--- config.mk ---
export PLATFORM = sky130hd
export DESIGN_NAME = multitap_text_entry_unit
export DESIGN_NICKNAME = d
export VERILOG_FILES = /design/src/sv/mte_pkg.sv /design/src/sv/mte_ram.sv /design/src/sv/multitap_text_entry_unit.sv
export SDC_FILE = /design/constraint.sdc
export NUM_CORES = 1
export LEC_CHECK = 0
export ABC_AREA = 1
export BUFFER_PORTS_ARGS = -buffer_cell sky130_fd_sc_hd__buf_2
export CAP_MARGIN = 20
export CELL_PAD_IN_SITES_DETAIL_PLACEMENT = 1
export CELL_PAD_IN_SITES_GLOBAL_PLACEMENT = 1
export CORE_MARGIN = 5
export CORE_UTILIZATION = 42
export CTS_BUF_LIST = sky130_fd_sc_hd__clkbuf_4 sky130_fd_sc_hd__clkbuf_8
export DETAILED_ROUTE_END_ITERATION = 6
export PLACE_DENSITY_LB_ADDON = 0.1
export SYNTH_ARGS = -nofsm -noshare
export SYNTH_HDL_FRONTEND = slang
export SYNTH_SLANG_ARGS = --single-unit
--- constraint.sdc ---
create_clock -name clk -period 7.34 [get_ports clk]
set_clock_uncertainty 0.15 [all_clocks]
set_input_delay 0.734 -clock clk [delete_from_list [all_inputs] [get_ports clk]]
set_output_delay 0.734 -clock clk [all_outputs]
set_load 0.05 [all_outputs]
--- src/sv/mte_pkg.sv ---
// shared types, key codes and character tables for the multi-tap text entry unit
`timescale 1ns / 1ps
`default_nettype none
package mte_pkg;

  typedef enum logic [1:0] {
    ST_IDLE,
    ST_EXEC,
    ST_DRAIN
  } state_t;

  localparam logic [2:0] ACT_APPEND  = 3'd0;
  localparam logic [2:0] ACT_REPLACE = 3'd1;
  localparam logic [2:0] ACT_DELETE  = 3'd2;
  localparam logic [2:0] ACT_MODE    = 3'd3;
  localparam logic [2:0] ACT_CASE    = 3'd4;
  localparam logic [2:0] ACT_IGNORE  = 3'd5;
  localparam logic [2:0] ACT_EXIT    = 3'd6;

  localparam logic REQ_TICK = 1'b0;
  localparam logic REQ_KEY  = 1'b1;

  localparam logic [3:0] KEY_A    = 4'd3;
  localparam logic [3:0] KEY_B    = 4'd7;
  localparam logic [3:0] KEY_C    = 4'd11;
  localparam logic [3:0] KEY_STAR = 4'd12;
  localparam logic [3:0] KEY_HASH = 4'd14;
  localparam logic [3:0] KEY_D    = 4'd15;

  localparam logic [1:0] EXIT_NONE = 2'd0;
  localparam logic [1:0] EXIT_B    = 2'd1;
  localparam logic [1:0] EXIT_C    = 2'd2;
  localparam logic [1:0] EXIT_D    = 2'd3;

  localparam int STREAM_MAX = 32;

  localparam logic [0:0] REG_TIMEOUT = 1'd0;
  localparam logic [0:0] REG_MAX_LEN = 1'd1;

  typedef struct packed {
    logic [4:0] pad;
    logic [1:0] exit_key;
    logic       cycling;
    logic       upper_case;
    logic       alpha_mode;
    logic [5:0] text_length;
    logic [4:0] position;
    logic [7:0] char_value;
    logic [2:0] action;
  } out_word_t;

  function automatic logic [7:0] key_char(input logic [3:0] k);
    logic [7:0] c;
    case (k)
      4'd0:    c = "1";
      4'd1:    c = "2";
      4'd2:    c = "3";
      4'd3:    c = "A";
      4'd4:    c = "4";
      4'd5:    c = "5";
      4'd6:    c = "6";
      4'd7:    c = "B";
      4'd8:    c = "7";
      4'd9:    c = "8";
      4'd10:   c = "9";
      4'd11:   c = "C";
      4'd12:   c = "*";
      4'd13:   c = "0";
      4'd14:   c = "#";
      default: c = "D";
    endcase
    return c;
  endfunction

  function automatic logic key_is_digit(input logic [3:0] k);
    logic [7:0] c;
    c = key_char(k);
    return (c >= "0") && (c <= "9");
  endfunction

  function automatic logic [3:0] key_digit(input logic [3:0] k);
    logic [7:0] c;
    c = key_char(k) - 8'd48;
    return c[3:0];
  endfunction

  function automatic logic [1:0] exit_code(input logic [3:0] k);
    logic [1:0] e;
    case (k)
      KEY_B:   e = EXIT_B;
      KEY_C:   e = EXIT_C;
      KEY_D:   e = EXIT_D;
      default: e = EXIT_NONE;
    endcase
    return e;
  endfunction

  function automatic logic [4:0] group_len(input logic [3:0] d);
    logic [4:0] n;
    case (d)
      4'd0:    n = 5'd1;
      4'd1:    n = 5'd16;
      4'd7:    n = 5'd4;
      4'd9:    n = 5'd4;
      default: n = 5'd3;
    endcase
    return n;
  endfunction

  function automatic logic [7:0] group_char(input logic [3:0] d, input logic [3:0] tap);
    logic [7:0] c;
    logic [7:0] base;
    c = " ";
    base = " ";
    case (d)
      4'd1: begin
        case (tap)
          4'd0:    c = "-";
          4'd1:    c = ",";
          4'd2:    c = ".";
          4'd3:    c = "!";
          4'd4:    c = "?";
          4'd5:    c = "+";
          4'd6:    c = "/";
          4'd7:    c = "@";
          4'd8:    c = "#";
          4'd9:    c = "$";
          4'd10:   c = "%";
          4'd11:   c = "^";
          4'd12:   c = "&";
          4'd13:   c = "*";
          4'd14:   c = "(";
          default: c = ")";
        endcase
      end
      4'd2, 4'd3, 4'd4, 4'd5, 4'd6, 4'd7: begin
        base = 8'd65 + 8'({d - 4'd2, 1'b0}) + 8'(d - 4'd2);
        c = base + 8'(tap);
      end
      4'd8: begin
        c = 8'd84 + 8'(tap);
      end
      4'd9: begin
        c = 8'd87 + 8'(tap);
      end
      default: c = " ";
    endcase
    return c;
  endfunction

endpackage
`default_nettype wire

--- src/sv/mte_ram.sv ---
// generic single-port-write, registered-read ram
`timescale 1ns / 1ps
`default_nettype none
module mte_ram #(
  parameter int WIDTH = 8,
  parameter int DEPTH = 32
) (
  input  wire                                     clk,
  input  wire                                     wr_en,
  input  wire  [(DEPTH > 1 ? $clog2(DEPTH) : 1)-1:0] wr_addr,
  input  wire  [WIDTH-1:0]                        wr_data,
  input  wire  [(DEPTH > 1 ? $clog2(DEPTH) : 1)-1:0] rd_addr,
  output logic [WIDTH-1:0]                        rd_data
);

  logic [WIDTH-1:0] mem [DEPTH];

  always_ff @(posedge clk) begin
    if (wr_en) begin
      mem[wr_addr] <= wr_data;
    end
    rd_data <= mem[rd_addr];
  end

endmodule
`default_nettype wire

--- src/sv/multitap_text_entry_unit.sv ---
// multi-tap keypad text entry: key handling, text store and exit streaming
// tick word: applied at the accepting edge, no result
// key word: result registered in exec once the output is free; no new word taken meanwhile
// exit key: first read at the accepting edge, then one word per cycle while the output is free
// the text store ram has a registered read port; an empty text exits with one zero word
// reset empties the text, resets modes, timer, config; store undefined, no clearing pass
`timescale 1ns / 1ps
`default_nettype none
module multitap_text_entry_unit #(
  parameter int MAX_LEN    = 32,
  parameter int TIMER_BITS = 16
) (
  input  wire         clk,
  input  wire         rst,
  input  wire         s_tvalid,
  output logic        s_tready,
  input  wire  [7:0]  s_tdata,   // key_code[3:0], zero fill
  input  wire         s_tuser,   // req_type
  output logic        m_tvalid,
  input  wire         m_tready,
  output logic [31:0] m_tdata,   // action, char_value, position, text_length, alpha_mode,
                                 // upper_case, cycling, exit_key, zero fill
  output logic        m_tlast,
  input  wire         cfg_valid,
  output logic        cfg_ready,
  input  wire         cfg_index,
  input  wire  [15:0] cfg_data
);

  localparam int AW    = (MAX_LEN > 1) ? $clog2(MAX_LEN) : 1;
  localparam int CNT_W = $clog2(MAX_LEN + 1);
  localparam int XW    = (CNT_W > 6) ? CNT_W : 6;
  localparam int TW    = TIMER_BITS + 1;
  localparam int CW    = (TW > 16) ? TW : 16;
  localparam logic [TW-1:0] TICK_SAT = {1'b1, {TIMER_BITS{1'b0}}};

  mte_pkg::state_t state;
  mte_pkg::state_t state_next;

  logic [15:0]      repeat_window;
  logic [5:0]       max_len;
  logic [CNT_W-1:0] count;
  logic [3:0]       tap;
  logic             letters_on;
  logic             caps_on;
  logic [3:0]       prev_key;
  logic [TW-1:0]    ticks;
  logic [5:0]       dp;
  logic [5:0]       drain_n;
  logic [1:0]       drain_ex;
  logic [3:0]       key_q;

  logic [3:0]       key_in;
  logic             in_accept;
  logic             out_free;
  logic             out_push;
  logic             drain_last;
  logic             expired;
  logic [XW-1:0]    count_x;
  logic [XW-1:0]    lim_x;

  logic [AW-1:0]    rd_addr;
  logic [7:0]       rd_data;
  logic             wr_en;

  // execute results
  logic [2:0]       ex_act;
  logic [7:0]       ex_ch;
  logic [XW-1:0]    ex_pos;
  logic [XW-1:0]    count_next;
  logic [3:0]       tap_next;
  logic             letters_next;
  logic             caps_next;
  logic             ex_wr;
  logic [3:0]       ex_digit;
  logic [3:0]       tap_inc;
  logic [7:0]       ex_raw;

  mte_pkg::out_word_t out_word;
  logic               out_last;
  mte_pkg::out_word_t m_word;

  assign key_in    = s_tdata[3:0];
  assign in_accept = s_tvalid && s_tready;
  assign out_free  = !m_tvalid || m_tready;
  assign cfg_ready = !rst;
  assign count_x   = XW'(count);
  assign lim_x     = (XW'(max_len) < XW'(MAX_LEN)) ? XW'(max_len) : XW'(MAX_LEN);
  assign expired   = ticks[TIMER_BITS] || (CW'(ticks) > CW'(repeat_window));
  assign drain_last = (drain_n == 6'd0) || (6'(dp + 6'd1) == drain_n);
  assign m_word    = mte_pkg::out_word_t'(m_tdata);

  mte_ram #(
    .WIDTH(8),
    .DEPTH(MAX_LEN)
  ) u_store (
    .clk    (clk),
    .wr_en  (wr_en),
    .wr_addr(AW'(ex_pos)),
    .wr_data(ex_ch),
    .rd_addr(rd_addr),
    .rd_data(rd_data)
  );

  // key execution
  always_comb begin
    ex_act       = mte_pkg::ACT_IGNORE;
    ex_ch        = 8'd0;
    ex_pos       = '0;
    count_next   = count_x;
    tap_next     = tap;
    letters_next = letters_on;
    caps_next    = caps_on;
    ex_wr        = 1'b0;
    ex_digit     = mte_pkg::key_digit(key_q);
    tap_inc      = tap + 4'd1;
    ex_raw       = 8'd0;
    case (key_q)
      mte_pkg::KEY_A: begin
        if (count_x != '0) begin
          count_next = count_x - XW'(1);
          ex_ch      = rd_data;
          ex_pos     = count_x - XW'(1);
          ex_act     = mte_pkg::ACT_DELETE;
        end
      end
      mte_pkg::KEY_STAR: begin
        letters_next = !letters_on;
        ex_act       = mte_pkg::ACT_MODE;
      end
      mte_pkg::KEY_HASH: begin
        caps_next = !caps_on;
        ex_act    = mte_pkg::ACT_CASE;
      end
      default: begin
        if (letters_on) begin
          if (expired || (key_q != prev_key)) begin
            if (count_x < lim_x) begin
              tap_next   = 4'd0;
              ex_raw     = mte_pkg::group_char(ex_digit, 4'd0);
              ex_pos     = count_x;
              count_next = count_x + XW'(1);
              ex_wr      = 1'b1;
              ex_act     = mte_pkg::ACT_APPEND;
            end
          end else if (count_x != '0) begin
            tap_next = (5'(tap_inc) >= mte_pkg::group_len(ex_digit)) ? 4'd0 : tap_inc;
            ex_raw   = mte_pkg::group_char(ex_digit, tap_next);
            ex_pos   = count_x - XW'(1);
            ex_wr    = 1'b1;
            ex_act   = mte_pkg::ACT_REPLACE;
          end
          if (!caps_on && ex_raw >= "A" && ex_raw <= "Z") begin
            ex_ch = ex_raw + 8'd32;
          end else begin
            ex_ch = ex_raw;
          end
        end else if (count_x < lim_x) begin
          ex_ch      = mte_pkg::key_char(key_q);
          ex_pos     = count_x;
          count_next = count_x + XW'(1);
          ex_wr      = 1'b1;
          ex_act     = mte_pkg::ACT_APPEND;
        end
      end
    endcase
  end

  // next state
  always_comb begin
    state_next = state;
    case (state)
      mte_pkg::ST_IDLE: begin
        if (s_tvalid && s_tuser == mte_pkg::REQ_KEY) begin
          if (mte_pkg::exit_code(key_in) != mte_pkg::EXIT_NONE) begin
            state_next = mte_pkg::ST_DRAIN;
          end else begin
            state_next = mte_pkg::ST_EXEC;
          end
        end
      end
      mte_pkg::ST_EXEC: begin
        if (out_free) begin
          state_next = mte_pkg::ST_IDLE;
        end
      end
      mte_pkg::ST_DRAIN: begin
        if (out_free && drain_last) begin
          state_next = mte_pkg::ST_IDLE;
        end
      end
      default: state_next = mte_pkg::ST_IDLE;
    endcase
  end

  // outputs of the state machine
  always_comb begin
    s_tready = 1'b0;
    out_push = 1'b0;
    wr_en    = 1'b0;
    rd_addr  = AW'(count - CNT_W'(1));
    out_word = '0;
    out_last = 1'b1;
    case (state)
      mte_pkg::ST_IDLE: begin
        s_tready = !rst;
        if (mte_pkg::exit_code(key_in) != mte_pkg::EXIT_NONE) begin
          rd_addr = '0;
        end
      end
      mte_pkg::ST_EXEC: begin
        out_push             = out_free;
        wr_en                = out_free && ex_wr;
        out_word.action      = ex_act;
        out_word.char_value  = ex_ch;
        out_word.position    = ex_pos[4:0];
        out_word.text_length = count_next[5:0];
        out_word.alpha_mode  = letters_next;
        out_word.upper_case  = caps_next;
        out_word.cycling     = letters_next && (count_next != '0) &&
                               mte_pkg::key_is_digit(key_q);
        out_word.exit_key    = mte_pkg::EXIT_NONE;
        out_last             = 1'b1;
        rd_addr              = AW'(count_x - XW'(1));
      end
      mte_pkg::ST_DRAIN: begin
        out_push             = out_free;
        rd_addr              = out_free ? AW'(6'(dp + 6'd1)) : AW'(dp);
        out_word.action      = mte_pkg::ACT_EXIT;
        out_word.char_value  = (drain_n == 6'd0) ? 8'd0 : rd_data;
        out_word.position    = dp[4:0];
        out_word.text_length = 6'd0;
        out_word.alpha_mode  = 1'b1;
        out_word.upper_case  = 1'b1;
        out_word.cycling     = 1'b0;
        out_word.exit_key    = drain_ex;
        out_last             = drain_last;
      end
      default: begin
        s_tready = 1'b0;
      end
    endcase
  end

  always_ff @(posedge clk) begin
    if (rst) begin
      state         <= mte_pkg::ST_IDLE;
      repeat_window <= 16'd1000;
      max_len       <= 6'd32;
      count         <= '0;
      tap           <= 4'd0;
      letters_on    <= 1'b1;
      caps_on       <= 1'b1;
      prev_key      <= 4'd0;
      ticks         <= TICK_SAT;
      dp            <= 6'd0;
      m_tvalid      <= 1'b0;
    end else begin
      state <= state_next;
      if (cfg_valid && cfg_ready) begin
        if (cfg_index == mte_pkg::REG_TIMEOUT) begin
          repeat_window <= cfg_data;
        end else begin
          max_len <= cfg_data[5:0];
        end
      end
      if (in_accept) begin
        if (s_tuser == mte_pkg::REQ_TICK) begin
          if (!ticks[TIMER_BITS]) begin
            ticks <= ticks + TW'(1);
          end
        end else if (mte_pkg::exit_code(key_in) != mte_pkg::EXIT_NONE) begin
          count      <= '0;
          tap        <= 4'd0;
          letters_on <= 1'b1;
          caps_on    <= 1'b1;
          ticks      <= TICK_SAT;
          dp         <= 6'd0;
        end
      end
      if (state == mte_pkg::ST_EXEC && out_free) begin
        count      <= CNT_W'(count_next);
        tap        <= tap_next;
        letters_on <= letters_next;
        caps_on    <= caps_next;
        prev_key   <= key_q;
        if (mte_pkg::key_is_digit(key_q)) begin
          ticks <= '0;
        end
      end
      if (state == mte_pkg::ST_DRAIN && out_free) begin
        dp <= 6'(dp + 6'd1);
      end
      if (out_push) begin
        m_tvalid <= 1'b1;
      end else if (m_tready) begin
        m_tvalid <= 1'b0;
      end
    end
  end

  always_ff @(posedge clk) begin
    if (in_accept) begin
      key_q    <= key_in;
      drain_n  <= (count_x < XW'(mte_pkg::STREAM_MAX)) ? 6'(count_x)
                                                      : 6'(mte_pkg::STREAM_MAX);
      drain_ex <= mte_pkg::exit_code(key_in);
    end
    if (out_push) begin
      m_tdata <= out_word;
      m_tlast <= out_last;
    end
  end

  a_count_bound: assert property (@(posedge clk) disable iff (rst)
    XW'(count) <= XW'(MAX_LEN))
    else $error("text count beyond store depth");

  a_ticks_sat: assert property (@(posedge clk) disable iff (rst)
    ticks <= TICK_SAT)
    else $error("tick counter beyond saturation");

  a_drain_ptr: assert property (@(posedge clk) disable iff (rst)
    (state == mte_pkg::ST_DRAIN && drain_n != 6'd0) |-> (dp < drain_n))
    else $error("drain pointer past text end");

  a_drain_done: assert property (@(posedge clk) disable iff (rst)
    (state == mte_pkg::ST_DRAIN && out_free && drain_last) |=>
    (state == mte_pkg::ST_IDLE && m_tvalid && m_tlast))
    else $error("drain did not finish with a last word");

  a_exit_cleared: assert property (@(posedge clk) disable iff (rst)
    (m_tvalid && m_word.exit_key != mte_pkg::EXIT_NONE) |->
    (m_word.text_length == 6'd0 && m_word.action == mte_pkg::ACT_EXIT))
    else $error("exit word without cleared session");

endmodule
`default_nettype wire

Word-level counts from Yosys, hierarchy flattened:

Memory sizes are Yosys's and may differ from the RTL's. A register that Yosys moved wholly into a read port is not among the register bits.
Index checks and enable logic that the tools add are counted.

* output and inout port bits: 36
* input port bits: 31
* bits in writable memories: 256
* bits in read-only memories: 560
* logic and storage cells: 219
* memories kept: 6
* register bits: 104

* $lt $le $gt $ge: 11
* bitwise operators: 1
* muxes and demuxes: 98
* reduce and logical (&&, ||, !) cells: 47
* $add $sub $neg: 14
* eq/ne operators: 26

Memories
* u_store.mem: words 32, width 8, rd ports 1, clocked after memory_dff 1, wr ports 1, line mte_ram.sv:16 `logic [WIDTH-1:0] mem [DEPTH];`
* (no name shown): words 16, width 7, rd ports 1, clocked after memory_dff 1, wr ports 0, line mte_pkg.sv:54 `case (k)`
* (no name shown): words 16, width 7, rd ports 1, clocked after memory_dff 1, wr ports 0, line mte_pkg.sv:54
* (no name shown): words 16, width 7, rd ports 1, clocked after memory_dff 1, wr ports 0, line mte_pkg.sv:54
* (no name shown): words 16, width 7, rd ports 1, clocked after memory_dff 0, wr ports 0, line mte_pkg.sv:117 `case (tap)`
* (no name shown): words 16, width 7, rd ports 1, clocked after memory_dff 1, wr ports 0, line mte_pkg.sv:54

Operators by type and width (count)
* $mux W8: 13
* $mux W17: 6
* $pmux W8 S4: 2
* $mux W6: 10
* $mux W4: 14
* $pmux W27 S2: 1
* $mux W5: 10
* $eq A4 B4 Y1 const B: 6
* $eq A4 B3 Y1 const B: 5
* $mux W2: 10
* $pmux W5 S2: 2
* $reduce_bool A2 Y1: 10
* $mux W1: 19
* $add A17 B1 Y17 const B: 1
* $gt A17 B16 Y1: 1
* $add A7 B4 Y8 const A: 2
* $ge A8 B6 Y1 const B: 2
* $le A8 B6 Y1 const B: 2
* $pmux W8 S2: 1
* $mux W3: 5
* $pmux W5 S3: 1
* $logic_and A1 B1 Y1: 13
* $add A6 B1 Y6 const B: 2
* $eq A4 B2 Y1 const B: 3
* other kinds (37): 56

Depth between registers and ports, before layout:

* depth after elaboration: 23
* gate-level depth with buffers: 38
* depth with buffers taken out: 37

Cells and area by module:

Synthesis repeated with hierarchy kept, for this count alone.

* cell total of the unflattened synthesis: 2057
* area total of the unflattened synthesis: 18875.6 µm²

By module, submodules not included
* mte_ram: cells an instance 922, area each 10786.6 µm², seq. area each 7847.5 µm², times used 1
* multitap_text_entry_unit: cells an instance 1135, area each 8089.0 µm², seq. area each 2622.5 µm², times used 1

Worst setup path after synthesis:

OpenSTA, ideal clock, no wires.

* path kind: reg2reg
* start point: reg ex_digit[1] (netlist name)
* end point: mem u_store.mem[0][6] (data pin)
* arrival: 5132 ps
* library setup time: 465 ps
* cell stages (with the launch flop): 33
* slack: 1593 ps
* buffers on the path: 0
* data required time: 6725 ps
* cells stage by stage: dfxtp_1 > inv_1 > ha_1 > inv_1 > nor3_4 > inv_2 > nand2_1 > o21ai_0 > ha_1 > inv_1 > nand2_1 > nand2_1 > nand2_1 > nand2_1 > nand3_1 > nand2_4 > nand2_2 > inv_1 > ha_1 > inv_1 > fa_1 > nor2_1 > nor2_1 > nand3b_1 > o21ai_1 > nand4_1 > nand2_1 > nand2_2 > ha_1 > inv_1 > nand4_1 > nand2_1 > a21boi_0

RTL lines (line)
* end: declaration: mte_ram.sv:16

==> impl_metrics.toml <==
[run_status]
status = "completed"

[timing]
timing.final.crit_share_pct = 76.4
grt_setup_unrepaired = "false"
worstMarginPinSlew_ns = 0.990
drv_slew = 0
hold-worst-slack_ns = 0.138
finalSetupTns_ns = 0
finalSetupViolCount = 0
slew_headroom_pct = 33.8
min_period_ns = 5.61
hold_viol_final = 0
fmax_ghz = 0.178

[pwr]
leakage_nw = 7.89
p_sw_mw = 4.87
peakVddDrop_uv = 239
pwr-share-clk_pct = 19.3
swShare_pct = 47.7
p_int_mw = 5.34
p_comb_share_pct = 50.5
seqPwrFrac_pct = 30.2
p_per_area_mw_per_mm2 = 500

[setup_path]
critPathKind = "reg -> reg"
path_buf_inv = 5
critPathMaxFanout = 33
cp_top_family = "simple AND/OR/NAND/NOR gates"
slowest_delay_ns = 0.65
crit_path_start_kind = "flop"
crit_required_ns = 7.57
reg2reg_slack_ns = 1.73
crit_path_end_kind = "flop"
cpMostUsedCell = "nand2_1"
worstPathArrival_ns = 5.84
slowest_stage = "dfxtp_1"

[cells_and_area]
final_common_cell = "edfxtp_1"
stdcell_area_sq_mm = 0.0204
antenna_cells = 0
area_delta_synth_final_pct = 12.2
fin_nets = 2054
final_cell_mix = "edfxtp_1 (296), nand2_1 (294), nor2_1 (260)"
drive_gt1_share_pct = 12.4

[clocking]
clock-sinks = 375
insertion_delay_ns = 0.65
ctsHoldBuffers = 0
htreeDepth = 3
numCtsBuffers = 67
clk_pin_slew_ns = 0.07
cts_tree = "yes"
cts_resized = 0
post_cts_buffers = 0
clockRootBuffer = "clkbuf_8"
clk_path_buf_depth = 3

[route]
first_pass_iters = 5
routed_wl_mm = 52.8
avgViaCountPerCell = 5.44
drc = 0
antenna_left = 0
drtIter0Drc = 864
num_vias = 14100
route.detailed.wl_per_inst_microns = 20.3

[place]
dpl-instance-area_sq_mm = 0.0190
portBuffers = 57
gp_congestion = 0.861
dp.final_hpwl_mm = 35.2

[global_route]
grt_pass1_vias = 14600
grt_usage_pct = 22.2
grt_first_pass_wirelength_mm = 82.5
antenna_found_initial = 0
grt_overflow = 0
grt_max_degree = 73

[synthesis]
ys_ff_latch = 375
ys.flop_type = "edfxtp_1"
synthTopCellsByArea = "edfxtp_1 (49%), dfxtp_1 (8.7%), nand2_1 (6.1%)"
ys_types = 57
ys_seq_area_share_pct = 57.5
syn_inst = 1894
synth_edf_count = 296
yosys_warnings = 0
synth_area_sq_mm = 0.0182
synth_top_area_cell = "edfxtp_1"
yosysTopAreaCellShare_pct = 48.8
async_flop_share_pct = 0
avgSynthCellArea_sq_um = 9.61

[floorplan]
dieWidth_microns = 218
die_y_microns = 218
io_pins = 67
core_sq_mm = 0.0430
row_count = 76
start_util_pct = 42.3
dieArea_sq_mm = 0.0476

[job]
cap_violations = 0

[worst_hold_path]
hp-class = "in -> reg"
power groups by stage:
stage          clock (mW)  sequential [mW]  combinational (mW)
6_report             1.97             3.08                5.15
5_1_grt              2.13             3.10                5.72
4_1_cts              2.03             3.09                5.16
3_5_place_dp            0             3.13                5.14
3_3_place_gp            0             3.12                5.01
2_1_floorplan           0             3.36                3.16
worst reg2reg max path, delay by kind of cell (launching register included):
family	cells	cell delay (ns)
AO/OA/AOI/OAI	2	0.28
adder cells (fa/ha/maj)	4	1.16
buffers and inverters	5	0.45
flip-flops	1	0.65
AND/OR/NAND/NOR	23	2.67
Yosys cell counts (4+ instances only):
library cell and instances:
buf_4 9, nor2_1 261, nand3_1 95, o21ai_1 7, edfxtp_1 296, xnor2_1 9, o221ai_1 59, inv_2 15
nor2_2 9, nor4_1 7, a31oi_1 15, xor2_1 15, o21ai_0 207, dfxtp_1 79, o22ai_1 15, a22oi_1 7
o211ai_1 18, o31ai_1 4, inv_1 184, nor3_1 15, nand2_2 15, nand2_1 295, clkbuf_1 52, nand4_1 15
ha_1 61, buf_2 15, a21oi_1 66
cells by family (layout without fill, tap and decap cells):
family | Yosys count | in the layout | synth area share [%]
AOI/OAI and AO/OA | 421 | 421 | 13.8
muxes | 1 | 1 | 0.0550
other | 1 | 5 | 0.0206
buffers and inverters | 280 | 397 | 6.11
and+or+nand+nor | 730 | 730 | 17.0
adders and majority gates | 62 | 62 | 4.30
DFF | 375 | 375 | 57.5
xor gates and xnor gates | 24 | 24 | 1.16
path summary, 6_finish.rpt:
path                                       start                        endpoint  cells after the start
setup / recovery             ex_digit[0]$_DFF_P_            m_tdata[8]$_DFFE_PP_                     34
hold / removal                        s_tdata[2]              key_q[2]$_DFFE_PP_                      1
setup reg to reg             ex_digit[0]$_DFF_P_            m_tdata[8]$_DFFE_PP_                     34
hold reg to reg   repeat_window[12]$_SDFFE_PP0P_  repeat_window[12]$_SDFFE_PP0P_                      2
flip-flops by register name (all words and copies together) (netlist names), named ones only:
signal,count
u_store.mem,256
m_tdata,27
ticks,17
repeat_window,16
u_store.rd_data,8
count,6
dp,6
drain_n,6
max_len,6
ex_digit,4
key_q,4
prev_key,4
tap,4
drain_ex,2
state,2
caps_on,1
letters_on,1
m_tlast,1
m_tvalid,1
through the flow:
stage	setup WS, ns	util (%)	instances	total power [mW]
floorplan	1.59	-	1898	6.52
global placement	1.80	44.3	2476	8.13
detailed placement	1.73	44.3	2476	8.27
CTS	1.67	47.4	2599	10.3
global route	1.19	47.5	2600	11.0
finish	1.73	47.5	2600	10.2
layer usage:
| layer | share of wire [%] | GRT usage [%] | up-vias |
|---|---|---|---|
| li1 | - | - | 6733 |
| met3 | 5.6 | 4.95 | 72 |
| met5 | 0 | 0 | - |
| met2 | 46 | 35.8 | 299 |
| met4 | 1.8 | 6.43 | 0 |
| met1 | 46 | 30.4 | 7035 |
area by class of cell:
type	count	area [sq um]
fillers	4902	22600
flip-flops and latches	375	10500
multi-input cells	1243	6680
clock buffers	97	1170
inverters	201	756
well taps	585	732
repair buffers	73	425
clock inverters	26	174
Power figures use the tool's default switching activity.
